### src/clock_sweep_page_cache_defines.svh
// Assertion macros for the clock sweep page cache.
// Used by the top level; expects clk and arst_n in the including scope.
`ifndef CLOCK_SWEEP_PAGE_CACHE_DEFINES_SVH
`define CLOCK_SWEEP_PAGE_CACHE_DEFINES_SVH

`ifndef ASSERT_OFF

// Check a property on every clock edge outside reset.
`define CSPC_ASSERT(label, prop, msg) \
	label: assert property (@(posedge clk) disable iff (!arst_n) prop) else $error(msg);

// Check a property on every clock edge, reset included.
`define CSPC_ASSERT_ALWAYS(label, prop, msg) \
	label: assert property (@(posedge clk) prop) else $error(msg);

`else

`define CSPC_ASSERT(label, prop, msg)
`define CSPC_ASSERT_ALWAYS(label, prop, msg)

`endif

`endif

### src/cspc_pkg.sv
// Shared constants, types and helpers for the clock sweep page cache.
// No dependencies; used by the interfaces and the top level.
package cspc_pkg;

	localparam int NUM_FRAMES  = 8;
	localparam int PAGE_BITS   = 16;
	localparam int FRAME_W     = (NUM_FRAMES > 1) ? $clog2(NUM_FRAMES) : 1;
	localparam int PAGE_ID_W   = 16;
	localparam int FRAME_OUT_W = 3;
	localparam int COUNT_W     = 32;

	typedef logic [PAGE_BITS-1:0]   page_t;
	typedef logic [FRAME_W-1:0]     frame_idx_t;
	typedef logic [PAGE_ID_W-1:0]   page_id_t;
	typedef logic [FRAME_OUT_W-1:0] frame_out_t;
	typedef logic [COUNT_W-1:0]     count_t;

	localparam frame_idx_t LAST_FRAME = frame_idx_t'(NUM_FRAMES - 1);

	// Step the clock hand, wrapping after the last frame.
	function automatic frame_idx_t hand_advance(input frame_idx_t h);
		return (h == LAST_FRAME) ? '0 : h + frame_idx_t'(1);
	endfunction

endpackage

### src/cspc_access_if.sv
// Access channel: one page access per transfer.
// Depends on cspc_pkg.
interface cspc_access_if;
	logic               valid;
	logic               ready;
	cspc_pkg::page_id_t page_id;

	modport source (output valid, output page_id, input ready);
	modport sink (input valid, input page_id, output ready);
endinterface

### src/cspc_result_if.sv
// Result channel: one lookup outcome per transfer.
// Depends on cspc_pkg.
interface cspc_result_if;
	logic                 valid;
	logic                 ready;
	logic                 hit;
	cspc_pkg::frame_out_t frame;
	logic                 evicted;
	cspc_pkg::page_id_t   evicted_page;
	cspc_pkg::count_t     hit_count;
	cspc_pkg::count_t     miss_count;
	cspc_pkg::count_t     eviction_count;

	modport source (output valid, output hit, output frame, output evicted,
		output evicted_page, output hit_count, output miss_count,
		output eviction_count, input ready);
	modport sink (input valid, input hit, input frame, input evicted,
		input evicted_page, input hit_count, input miss_count,
		input eviction_count, output ready);
endinterface

### src/clock_sweep_page_cache.sv
// A hit ends the search at the matching frame; a miss searches every frame and fills the
// lowest empty one or, when all frames are valid, sweeps the clock hand to a frame whose
// reference bit is clear. Accesses are taken only in idle, one at a time; the page-tag RAM
// port reads one frame per cycle, which sets both the search and the victim read.
// Reset clears valid and reference bits, hand and counters; the tag RAM is not cleared.
`include "clock_sweep_page_cache_defines.svh"

module clock_sweep_page_cache (
	input  logic           clk,
	input  logic           arst_n,
	cspc_access_if.sink    access,
	cspc_result_if.source  result
);
	import cspc_pkg::*;

	typedef enum logic [1:0] {
		ST_IDLE,
		ST_SEARCH,
		ST_SWEEP,
		ST_COMMIT
	} state_t;

	state_t          state_q;
	page_t           page_q;
	frame_idx_t      idx_q;
	frame_idx_t      slot_q;
	frame_idx_t      first_empty_q;
	logic            empty_found_q;
	logic            hit_q;
	logic            evict_q;
	frame_idx_t      hand_q;
	logic [NUM_FRAMES-1:0] valid_q;
	logic [NUM_FRAMES-1:0] ref_q;
	count_t          hits_q;
	count_t          misses_q;
	count_t          evictions_q;

	// page tag RAM, registered read
	page_t           tag_mem [NUM_FRAMES];
	page_t           rdata_q;
	logic            rd_en;
	frame_idx_t      rd_addr;

	logic            out_vld_q;
	logic            out_hit_q;
	frame_out_t      out_frame_q;
	logic            out_ev_q;
	page_id_t        out_ev_page_q;
	count_t          out_hits_q;
	count_t          out_misses_q;
	count_t          out_evictions_q;

	logic            out_free;
	logic            commit_fire;
	logic            hit_now;
	count_t          hits_nxt;
	count_t          misses_nxt;
	count_t          evictions_nxt;

	assign out_free    = !out_vld_q || result.ready;
	assign commit_fire = (state_q == ST_COMMIT) && out_free;
	assign hit_now     = valid_q[idx_q] && (rdata_q == page_q);
	assign access.ready = (state_q == ST_IDLE);

	assign hits_nxt      = hit_q ? hits_q + count_t'(1) : hits_q;
	assign misses_nxt    = hit_q ? misses_q : misses_q + count_t'(1);
	assign evictions_nxt = evict_q ? evictions_q + count_t'(1) : evictions_q;

	// Read address per state; writes only happen in commit, so reads never collide.
	always_comb begin
		rd_en   = 1'b0;
		rd_addr = '0;
		case (state_q)
			ST_IDLE: begin
				rd_en   = access.valid;
				rd_addr = '0;
			end
			ST_SEARCH: begin
				rd_en   = !hit_now && (idx_q != LAST_FRAME);
				rd_addr = idx_q + frame_idx_t'(1);
			end
			ST_SWEEP: begin
				rd_en   = !ref_q[hand_q];
				rd_addr = hand_q;
			end
			default: begin
				rd_en   = 1'b0;
				rd_addr = '0;
			end
		endcase
	end

	always_ff @(posedge clk) begin
		if (commit_fire && !hit_q) begin
			tag_mem[slot_q] <= page_q;
		end
		if (rd_en) begin
			rdata_q <= tag_mem[rd_addr];
		end
	end

	always_ff @(posedge clk or negedge arst_n) begin
		if (!arst_n) begin
			state_q     <= ST_IDLE;
			valid_q     <= '0;
			ref_q       <= '0;
			hand_q      <= '0;
			hits_q      <= '0;
			misses_q    <= '0;
			evictions_q <= '0;
			out_vld_q   <= 1'b0;
		end else begin
			// a new result replaces the one leaving in the same cycle
			if (commit_fire) begin
				out_vld_q <= 1'b1;
			end else if (result.valid && result.ready) begin
				out_vld_q <= 1'b0;
			end
			case (state_q)
				ST_IDLE: begin
					if (access.valid) begin
						page_q        <= page_t'(access.page_id);
						idx_q         <= '0;
						empty_found_q <= 1'b0;
						state_q       <= ST_SEARCH;
					end
				end
				ST_SEARCH: begin
					// remember the lowest empty frame in case this turns out a miss
					if (!valid_q[idx_q] && !empty_found_q) begin
						empty_found_q <= 1'b1;
						first_empty_q <= idx_q;
					end
					if (hit_now) begin
						hit_q   <= 1'b1;
						evict_q <= 1'b0;
						slot_q  <= idx_q;
						state_q <= ST_COMMIT;
					end else if (idx_q == LAST_FRAME) begin
						hit_q <= 1'b0;
						if (empty_found_q || !valid_q[idx_q]) begin
							evict_q <= 1'b0;
							slot_q  <= empty_found_q ? first_empty_q : idx_q;
							state_q <= ST_COMMIT;
						end else begin
							state_q <= ST_SWEEP;
						end
					end else begin
						idx_q <= idx_q + frame_idx_t'(1);
					end
				end
				ST_SWEEP: begin
					// second chance: clear and advance, or take the frame under the hand
					hand_q <= hand_advance(hand_q);
					if (ref_q[hand_q]) begin
						ref_q[hand_q] <= 1'b0;
					end else begin
						slot_q  <= hand_q;
						evict_q <= 1'b1;
						state_q <= ST_COMMIT;
					end
				end
				ST_COMMIT: begin
					if (out_free) begin
						valid_q[slot_q]  <= 1'b1;
						ref_q[slot_q]    <= hit_q;
						hits_q           <= hits_nxt;
						misses_q         <= misses_nxt;
						evictions_q      <= evictions_nxt;
						out_hit_q        <= hit_q;
						out_frame_q      <= frame_out_t'(slot_q);
						out_ev_q         <= evict_q;
						out_ev_page_q    <= evict_q ? page_id_t'(rdata_q) : '0;
						out_hits_q       <= hits_nxt;
						out_misses_q     <= misses_nxt;
						out_evictions_q  <= evictions_nxt;
						state_q          <= ST_IDLE;
					end
				end
				default: begin
					state_q <= ST_IDLE;
				end
			endcase
		end
	end

	assign result.valid          = out_vld_q;
	assign result.hit            = out_hit_q;
	assign result.frame          = out_frame_q;
	assign result.evicted        = out_ev_q;
	assign result.evicted_page   = out_ev_page_q;
	assign result.hit_count      = out_hits_q;
	assign result.miss_count     = out_misses_q;
	assign result.eviction_count = out_evictions_q;

	`CSPC_ASSERT(a_hand_range, (32'(hand_q) < 32'(NUM_FRAMES)), "clock hand out of range")
	`CSPC_ASSERT(a_sweep_full, (state_q == ST_SWEEP) |-> (&valid_q), "sweep with an empty frame")
	`CSPC_ASSERT(a_fill_valid, (commit_fire && !hit_q) |=> valid_q[$past(slot_q)], "filled frame not valid")
	`CSPC_ASSERT(a_one_count, commit_fire |=> ((hits_q != $past(hits_q)) != (misses_q != $past(misses_q))), "hit and miss counters out of step")
	`CSPC_ASSERT(a_hit_no_evict, result.valid |-> !(result.hit && result.evicted), "eviction reported on a hit")

endmodule
### src/flat_wrapper.sv
// flat-port wrapper written by rule: the top's interface ports become plain ports
module clock_sweep_page_cache_flat import cspc_pkg::*;
  (clk, arst_n, access_valid, access_page_id, access_ready, result_valid, result_hit, result_frame, result_evicted, result_evicted_page, result_hit_count, result_miss_count, result_eviction_count, result_ready);
  cspc_access_if access_i ();
  cspc_result_if result_i ();
  input  logic clk;
  input  logic arst_n;
  input wire logic [$bits(access_i.valid)-1:0] access_valid;
  input wire logic [$bits(access_i.page_id)-1:0] access_page_id;
  output wire logic [$bits(access_i.ready)-1:0] access_ready;
  output wire logic [$bits(result_i.valid)-1:0] result_valid;
  output wire logic [$bits(result_i.hit)-1:0] result_hit;
  output wire logic [$bits(result_i.frame)-1:0] result_frame;
  output wire logic [$bits(result_i.evicted)-1:0] result_evicted;
  output wire logic [$bits(result_i.evicted_page)-1:0] result_evicted_page;
  output wire logic [$bits(result_i.hit_count)-1:0] result_hit_count;
  output wire logic [$bits(result_i.miss_count)-1:0] result_miss_count;
  output wire logic [$bits(result_i.eviction_count)-1:0] result_eviction_count;
  input wire logic [$bits(result_i.ready)-1:0] result_ready;
  assign access_i.valid = access_valid;
  assign access_i.page_id = access_page_id;
  assign access_ready = access_i.ready;
  assign result_valid = result_i.valid;
  assign result_hit = result_i.hit;
  assign result_frame = result_i.frame;
  assign result_evicted = result_i.evicted;
  assign result_evicted_page = result_i.evicted_page;
  assign result_hit_count = result_i.hit_count;
  assign result_miss_count = result_i.miss_count;
  assign result_eviction_count = result_i.eviction_count;
  assign result_i.ready = result_ready;
  clock_sweep_page_cache u_core (.clk(clk), .arst_n(arst_n), .access(access_i), .result(result_i));
endmodule
### config.mk
export PLATFORM = sky130hd
export DESIGN_NAME = clock_sweep_page_cache_flat
export DESIGN_NICKNAME = d
export VERILOG_FILES = /design/src/cspc_pkg.sv /design/src/cspc_access_if.sv /design/src/cspc_result_if.sv /design/src/clock_sweep_page_cache.sv /design/src/flat_wrapper.sv
export VERILOG_INCLUDE_DIRS = /design/src /design/src/src
export SDC_FILE = /design/constraint.sdc
export NUM_CORES = 1
export LEC_CHECK = 0
export ABC_AREA = 1
export BUFFER_PORTS_ARGS = -buffer_cell sky130_fd_sc_hd__buf_2
export CAP_MARGIN = 25
export CORE_MARGIN = 2
export CORE_UTILIZATION = 54
export DETAILED_ROUTE_END_ITERATION = 8
export GPL_ROUTABILITY_DRIVEN = 0
export PLACE_DENSITY_LB_ADDON = 0.25
export SLEW_MARGIN = 20
export SYNTH_ARGS = -nofsm -noshare
export SYNTH_HDL_FRONTEND = slang
export SYNTH_SLANG_ARGS = --single-unit
### constraint.sdc
create_clock -name clk -period 7.1 [get_ports clk]
set_input_delay 0.71 -clock clk [delete_from_list [all_inputs] [get_ports clk]]
set_output_delay 0.71 -clock clk [all_outputs]
set_load 0.02 [all_outputs]
# ---- After elaboration in Yosys (flattened, before gate mapping)
# Memories as Yosys holds them, arrays and structs flattened. A register that Yosys moved wholly into a read port is not among the register bits.
# Index checks and enable logic that the tools add are counted.
dict set report totals {
  regBits 263
  latchBits 0
  ram_bits 128
  mem_bits_ro 0
  inputBits 20
  out_inout_bits 119
  wordCells 132
  mem_count 1
}
# memory depth word_bits rd rd_ports_with_merged_regs write_ports line_no
set memory_table {}
lappend memory_table {u_core.tag_mem 8 16 1 1 1 clock_sweep_page_cache.sv:39} ;# page_t tag_mem [NUM_FRAMES];
dict set report classes {
  n_addsub 5
  mul 0
  div 0
  magnitude_cmp 5
  eq_ne 16
  shifts 0
  mux 48
  bitwise_logic 3
  reduce_logical 32
}
# cell n
set op_table {}
lappend op_table {{$add 32x1->32 const B} 3}
lappend op_table {{$mux 32} 3}
lappend op_table {{$mux 3} 9}
lappend op_table {{$pmux 3 s2} 3}
lappend op_table {{$eq 16x16->1} 1}
lappend op_table {{$mux 1} 16}
lappend op_table {{$mux 8} 2}
lappend op_table {{$pmux 8 s2} 1}
lappend op_table {{$reduce_and 3->1} 5}
lappend op_table {{$lt 3x4->1 const B} 3}
lappend op_table {{$mux 2} 5}
lappend op_table {{$reduce_and 5->1} 2}
lappend op_table {{$reduce_bool 2->1} 5}
lappend op_table {{$and 8x8->8} 1}
lappend op_table {{$bwmux 8} 1}
lappend op_table {{$logic_and 1x1->1} 8}
lappend op_table {{$ne 2x2->1 const B} 4}
lappend op_table {{$not 8->8} 1}
lappend op_table {{$or 8x8->8} 1}
lappend op_table {{$pmux 2 s4} 1}
lappend op_table {{$reduce_and 4->1} 2}
lappend op_table {{$add 3x1->3 const B} 2}
lappend op_table {{$bmux 1 s3} 2}
lappend op_table {{$demux 1 s3} 2}
lappend op_table {{other kinds (13)} 26}

# ---- Depth between registers and ports, before layout
# Gate-level depths: netlist of the first run.
dict set report depth {
  word_depth 8
  depth_mapped 12
  depth_no_buf 12
}

# ---- Least setup slack after synthesis of the first run
# No wires, ideal clock.
dict set report synth_timing {
  kind {input to register}
  start {input result_ready}
  end {register u_core.out_ev_q (netlist: u_core.result.evicted), enable pin}
  setup_time_ps 595
  arrival_ps 6272
  required_time_ps 6505
  slack_ps 233
  cell_stages 5
  n_path_buf 1
  cell_sequence {nor2_1 -> nor2_2 -> clkinv_1 -> clkbuf_1 -> nor2_1}
}
dict set report synth_between {
  elab_chain_len 2
}
# element line_no
set synth_lines {}
lappend synth_lines {{from (decl)} flat_wrapper.sv:19} ;# input wire logic [$bits(result_i.ready)-1:0] result_ready;
lappend synth_lines {{$logic_or 1x1->1} clock_sweep_page_cache.sv:60} ;# assign out_free = !out_vld_q || result.ready;
lappend synth_lines {{$reduce_and 3->1 (no source line)} -}
lappend synth_lines {{to (signal assigned)} clock_sweep_page_cache.sv:172} ;# out_ev_q <= evict_q;
lappend synth_lines {{to (decl)} clock_sweep_page_cache.sv:47} ;# logic out_ev_q;
# Every way passes these cells.
# A chain may end at the register's enable or synchronous reset.

# ---- Worst setup path after layout of the first run
dict set report layout_timing {
  start {register u_core.state_q[0]}
  end {register u_core.out_hits_q[15] (netlist: u_core.result.hit_count[15]), enable pin}
}
dict set report layout_between {
  elab_chain_len 2
}
# element line_no
set layout_lines {}
lappend layout_lines {{from (decl)} clock_sweep_page_cache.sv:23} ;# state_t state_q;
lappend layout_lines {{from (signal assigned)} clock_sweep_page_cache.sv:104} ;# state_q <= ST_IDLE;
lappend layout_lines {{from (signal assigned)} clock_sweep_page_cache.sv:125} ;# state_q <= ST_SEARCH;
lappend layout_lines {{from (signal assigned)} clock_sweep_page_cache.sv:138} ;# state_q <= ST_COMMIT;
lappend layout_lines {{$eq 2x2->1} clock_sweep_page_cache.sv:119} ;# case (state_q)
lappend layout_lines {{$reduce_and 3->1 (no source line)} -}
lappend layout_lines {{to (signal assigned)} clock_sweep_page_cache.sv:174} ;# out_hits_q <= hits_nxt;
lappend layout_lines {{to (decl)} clock_sweep_page_cache.sv:49} ;# count_t out_hits_q;
# Every way passes these cells.

==> run metrics, run 1 <==
DP Area 0.01958 sq mm; initial antenna violation count 0; Worst R2R Path Depth 7; area of the core 0.03353 sq mm; Reg power frac 43.5%; crit path max fanout 88; reg-to-reg setup timing slack 4150 ps; RSZ-0062 raised after global routing no; post-synth net total 1887; Post-synth ARST share 28.99%; HP Class in2async; crit share post-route 41.50%; Syn Inst Count 1856; Antenna Nets Post-Route 0; drt first pass iters 6; H-Tree Depth 2; number of fillers in the final layout 2715; max_cap viols 0; wire per inst 15.64 microns; vias in the first global route 12330; final worst slack 4154 ps; Tmin final 2946 ps; vias 13010; Syn Std Cell Area 0.01836 sq mm; worst path required time 7270 ps; Total GRT Usage 22.31%; WL final 38940 microns; setup TNS after final layout 0 ps; Sw Share 33.56%; Num CTS Buffers 42; Final Hold Vio Count 0; die width 188.4 microns; Netlist cell types 46; leading cell types in the layout, fill and taps excluded nand2_1, edfxtp_1, inv_1, nor2_1, buf_2; Post-synth top flop edfxtp_1; Comb power frac 25.4%; worst setup path startpoint u_core.state_q[0]$_DFFE_PN0P_; Yosys reg bits 407; Clock Sinks 407; Diodes inserted 0; Peak supply drop 207.0 uV; Yosys Warn Count 0; placed wire-length estimate 26400 microns; Slew Limit Headroom 36.55%; CP endpoint u_core.result.hit_count[15]$_DFFE_PP_; Critical Path End Type register; Post-synth EDFFs 289; clk slew on worst S/H paths 60 ps; GRT overflow 0; Avg Cell Area, Syn 9.894 sq um; Rows 67; DR DRC count 0; status complete, no violations; minimum hold slack 227.9 ps; storage element area 0.01163 sq mm; num ports 139; buffer depth of the longest clock path 3; clk root buf clkbuf_16; post_cts resized 0; Internal 5070 uW; layout cells sized above 1 13.52%; Post-CTS Repair Setup Buffers 0; CP Class reg2reg; Power Density 361.8 mW/mm^2; Final #Nets 2038; CTS tree done; die height 188.4 microns; R2R Path Start u_core.state_q[0]$_DFFE_PN0P_; pin count of the biggest net entering global routing 114; worst reg2reg path endpoint u_core.result.hit_count[15]$_DFFE_PP_; cell area after layout 0.02109 sq mm; Clock power frac 31.1%; Final Skew 15.04 ps; pre-CTS setup slack 3944 ps; Die Area 0.03550 sq mm; CP Data Arrival Time 3110 ps; synthesis-to-layout area growth 14.87%; P_sw 2561 uW; first-pass GRT wire length 63290 microns; CTS Hold Bufs 0; most common cell after layout, fill and taps aside nand2_1; Slew @ Worst Pin 951.8 ps; Clk Latency, worst-skew pair 550 ps; vias per cell 5.225; sequential fraction of the synthesis area 63.34%; Initial Utilization 54.76%; final setup vio count 0; CP Launch Type register; Final Power 7632 uW; Max Slew Vio Count 0; Achievable Freq 0.3394 GHz; multi-input combinational cell area 0.005649 sq mm; 1st-iter DRT viols 1207; Leak Pwr 0.008917 uW; IO Port Bufs 138
-- cells in the mapped netlist, types with 19 or more instances --
cell type,count,area share [%]
nand2_1,509,10
o21ai_0,122,3.3
dfrtp_1,118,16
inv_1,232,4.7
nand4_1,19,0.65
nor3_1,30,0.82
edfxtp_1,289,47
o22ai_1,25,0.85
nand3_1,63,1.7
xor2_1,62,3.0
nor2_1,184,3.8
clkbuf_1,27,0.55
buf_2,21,0.57
-- registers in the layout, indices dropped and copies added (netlist names), 16 cells and up --
name,flops
u_core.result.eviction_count,32
u_core.result.hit_count,32
u_core.rdata_q,16
u_core.hits_q,32
u_core.result.evicted_page,16
u_core.result.miss_count,32
u_core.tag_mem,128
u_core.misses_q,32
u_core.page_q,16
u_core.evictions_q,32
-- worst min path at each step --
stage                                    endpoint  slack, ps                          start
2_1_floorplan   u_core.evictions_q[0]$_DFFE_PN0P_        410                         arst_n
3_3_place_gp        u_core.valid_q[7]$_DFFE_PN0P_        440  u_core.valid_q[7]$_DFFE_PN0P_
3_5_place_dp        u_core.valid_q[0]$_DFFE_PN0P_        450  u_core.valid_q[0]$_DFFE_PN0P_
4_1_cts        u_core.evictions_q[16]$_DFFE_PN0P_        250                         arst_n
5_1_grt         u_core.evictions_q[3]$_DFFE_PN0P_        290                         arst_n
6_report       u_core.evictions_q[16]$_DFFE_PN0P_        230                         arst_n
-- routing by layer --
layer | share of wire, % | GRT usage [%] | vias to the layer above
met2 | 47 | 36.32 | 450
met4 | 2.6 | 7.151 | 0
met5 | 0 | 0 | -
li1 | - | - | 6396
met1 | 44 | 31.13 | 6072
met3 | 6.2 | 3.408 | 87
-- final cells by class --
cell class | count | area share, %
clock buffers | 55 | 5.356
clock inverters | 23 | 1.815
inverters | 234 | 4.164
multi-input cells | 1162 | 26.78
flip-flops and latches | 407 | 55.14
well taps | 448 | 2.657
repair buffers | 160 | 4.087
-- metrics by stage --
step | std cells | utilization, %
global route | 2489 | 62.91
global placement | 2411 | 58.38
detailed placement | 2411 | 58.38
finish | 2489 | 62.91
floorplan | 1856 | -
CTS | 2489 | 62.90
-- cells by family after synthesis --
kind of cell / count (synthesis) / synth area share, %
fa+ha+maj: 11 / 0.7495
compound gates: 218 / 6.780
xor+xnor: 68 / 3.325
simple gates: 865 / 19.75
flops: 407 / 63.34
buf+inv: 287 / 6.057
-- critical path: stages, from the launching register on --
cell and delay (ps):
dfrtp_1 400, ha_1 240, inv_1 150, nor2_4 190, inv_2 50, buf_4 360
nor2_4 340, buf_4 740
-- power groups by stage --
| stage | sequential, uW | combinational [uW] | clock, uW |
|---|---|---|---|
| final | 3320 | 1940 | 2370 |
| after global routing | 3360 | 2190 | 2520 |
| after CTS | 3320 | 1940 | 2420 |
| after detailed placement | 3360 | 1940 | 0 |
| after global placement | 3350 | 1890 | 0 |
| after floorplan | 3400 | 1310 | 0 |
Power figures use the tool's default switching activity.
==> run 2, diff against run 1 <==
==> constraint.sdc (replaced) <==
create_clock -name clk -period 2.4 [get_ports clk]
set_input_delay 0.24 -clock clk [delete_from_list [all_inputs] [get_ports clk]]
set_output_delay 0.24 -clock clk [all_outputs]
set_load 0.02 [all_outputs]
==> run 2 against run 1 <==
Net effect: core utilization grew 0.79 points; die area is the same; combinational power grew to 3.2 times the previous value; wire length grew 7.9%; non-clock buffer count grew 40; sequential share of layout area shrank 0.68 points; power grew to 2.9 times the previous value.
==> run metrics, run 2 (synthesized netlist as in run 1, its figures left out) <==
RSZ-0062 raised after global routing no; vias 13260; Total GRT Usage 23.34%; Final Power 22170 uW; Tmin final 2200 ps; area of the core 0.03353 sq mm; pre-CTS setup slack 171.1 ps; status complete, no violations; final setup vio count 0; IO Port Bufs 138; GRT overflow 0; pin count of the biggest net entering global routing 106; WL final 42010 microns; die width 188.4 microns; Power Density 1038 mW/mm^2; clk root buf clkbuf_16; Leak Pwr 0.009005 uW; synthesis-to-layout area growth 16.33%; crit share post-route 91.68%; initial antenna violation count 0; Antenna Nets Post-Route 0; buffer depth of the longest clock path 3; worst path required time 2760 ps; Achievable Freq 0.4545 GHz; Slew @ Worst Pin 903.1 ps; die height 188.4 microns; first-pass GRT wire length 65850 microns; Slew Limit Headroom 39.80%; Final #Nets 2078; final core utilization 63.70%; DR DRC count 0; crit path max fanout 32; number of fillers in the final layout 2631; Critical Path End Type register; H-Tree Depth 2; 1st-iter DRT viols 1243; Clock Sinks 407; CP Class reg2reg; final worst slack 199.6 ps; placed wire-length estimate 26970 microns; Num CTS Buffers 42; num ports 139; max_cap viols 0; Clk Latency, worst-skew pair 540 ps; HP Class in2reg; wire per inst 16.61 microns; CP Launch Type register; max reg flops 128; Diodes inserted 0; clk slew on worst S/H paths 60 ps; Peak supply drop 837.0 uV; most common cell after layout, fill and taps aside nand2_1; Final Hold Vio Count 0; Rows 67; leading cell types in the layout, fill and taps excluded nand2_1, edfxtp_1, inv_1, nor2_1, buf_2; vias in the first global route 12850; largest reg by FF count u_core.tag_mem; CP Data Arrival Time 2560 ps; layout cells sized above 1 13.98%; vias per cell 5.244; drt first pass iters 6; setup TNS after final layout 0 ps; Initial Utilization 54.76%; minimum hold slack 16.83 ps; CTS tree done; Die Area 0.03550 sq mm; Final Skew 16.20 ps; Max Slew Vio Count 0
==> run 2: path summary, 6_finish.rpt <==
| path | slack (ps) | start | cells after the start | endpoint |
|---|---|---|---|---|
| setup / recovery | 200 | u_core.state_q[0]$_DFFE_PN0P_ | 10 | u_core.rdata_q[2]$_DFFE_PP_ |
| setup reg to reg | 200 | u_core.state_q[0]$_DFFE_PN0P_ | 10 | u_core.rdata_q[2]$_DFFE_PP_ |
| hold reg to reg | 460 | u_core.valid_q[5]$_DFFE_PN0P_ | 2 | u_core.valid_q[5]$_DFFE_PN0P_ |
| min in group asynchronous | 110 | arst_n | 2 | u_core.evictions_q[11]$_DFFE_PN0P_ |
| max in group asynchronous | 1360 | arst_n | 3 | u_core.misses_q[14]$_DFFE_PN0P_ |
| hold / removal | 20 | result_ready | 4 | u_core.result.valid$_DFFE_PN0P_ |
==> run 2: final cells by class <==
| type | instances | area [sq um] | area share [%] |
|---|---|---|---|
| inverters | 234 | 882.1 | 4.130 |
| clock inverters | 18 | 157.7 | 0.7380 |
| flip-flops and latches | 407 | 11630 | 54.46 |
| well taps | 448 | 560.5 | 2.624 |
| clock buffers | 60 | 1129 | 5.283 |
| multi-input cells | 1162 | 5674 | 26.56 |
| repair buffers | 200 | 1324 | 6.197 |
==> run 2: critical path: stages (launching register included) <==
cell	delay [ps]
dfrtp_2	440
inv_1	110
ha_1	170
buf_4	170
nand2_1	140
a21oi_4	210
buf_12	220
o21ai_0	110
o22ai_1	160
inv_1	60
o21ai_1	190
==> run 2: routing by layer <==
metal  global-route usage, %  up-vias  part of all wire, %
met5                       0        -                    0
met4                   7.332        0                  2.7
met3                   2.961       89                  5.8
met2                   39.19      386                   48
met1                   31.97     6306                   44
li1                        -     6480                    -
==> run 2: what timing repair did <==
item | 4_1_cts | 5_1_grt
hold buffers | 17 | 0
endpoints found under the setup margin | 0 | 10
gates resized for setup | 0 | 6
setup buffers | 0 | 6
hold endpoints to repair | 87 | 0
==> run 2: per-stage QoR <==
stage,instance area [sq um],cells
after floorplan,18400,1856
after global placement,19790,2426
after detailed placement,19790,2426
after CTS,21250,2521
after global routing,21360,2529
final,21360,2529
==> run 2: power breakdown <==
group	internal, uW	total, uW	leakage, uW	switching (uW)
logic	2020	6270	0.00418	4250
registers	8980	9840	0.00421	862
clock network	3410	6060	0.000614	2650
total	14400	22200	0.00900	7760
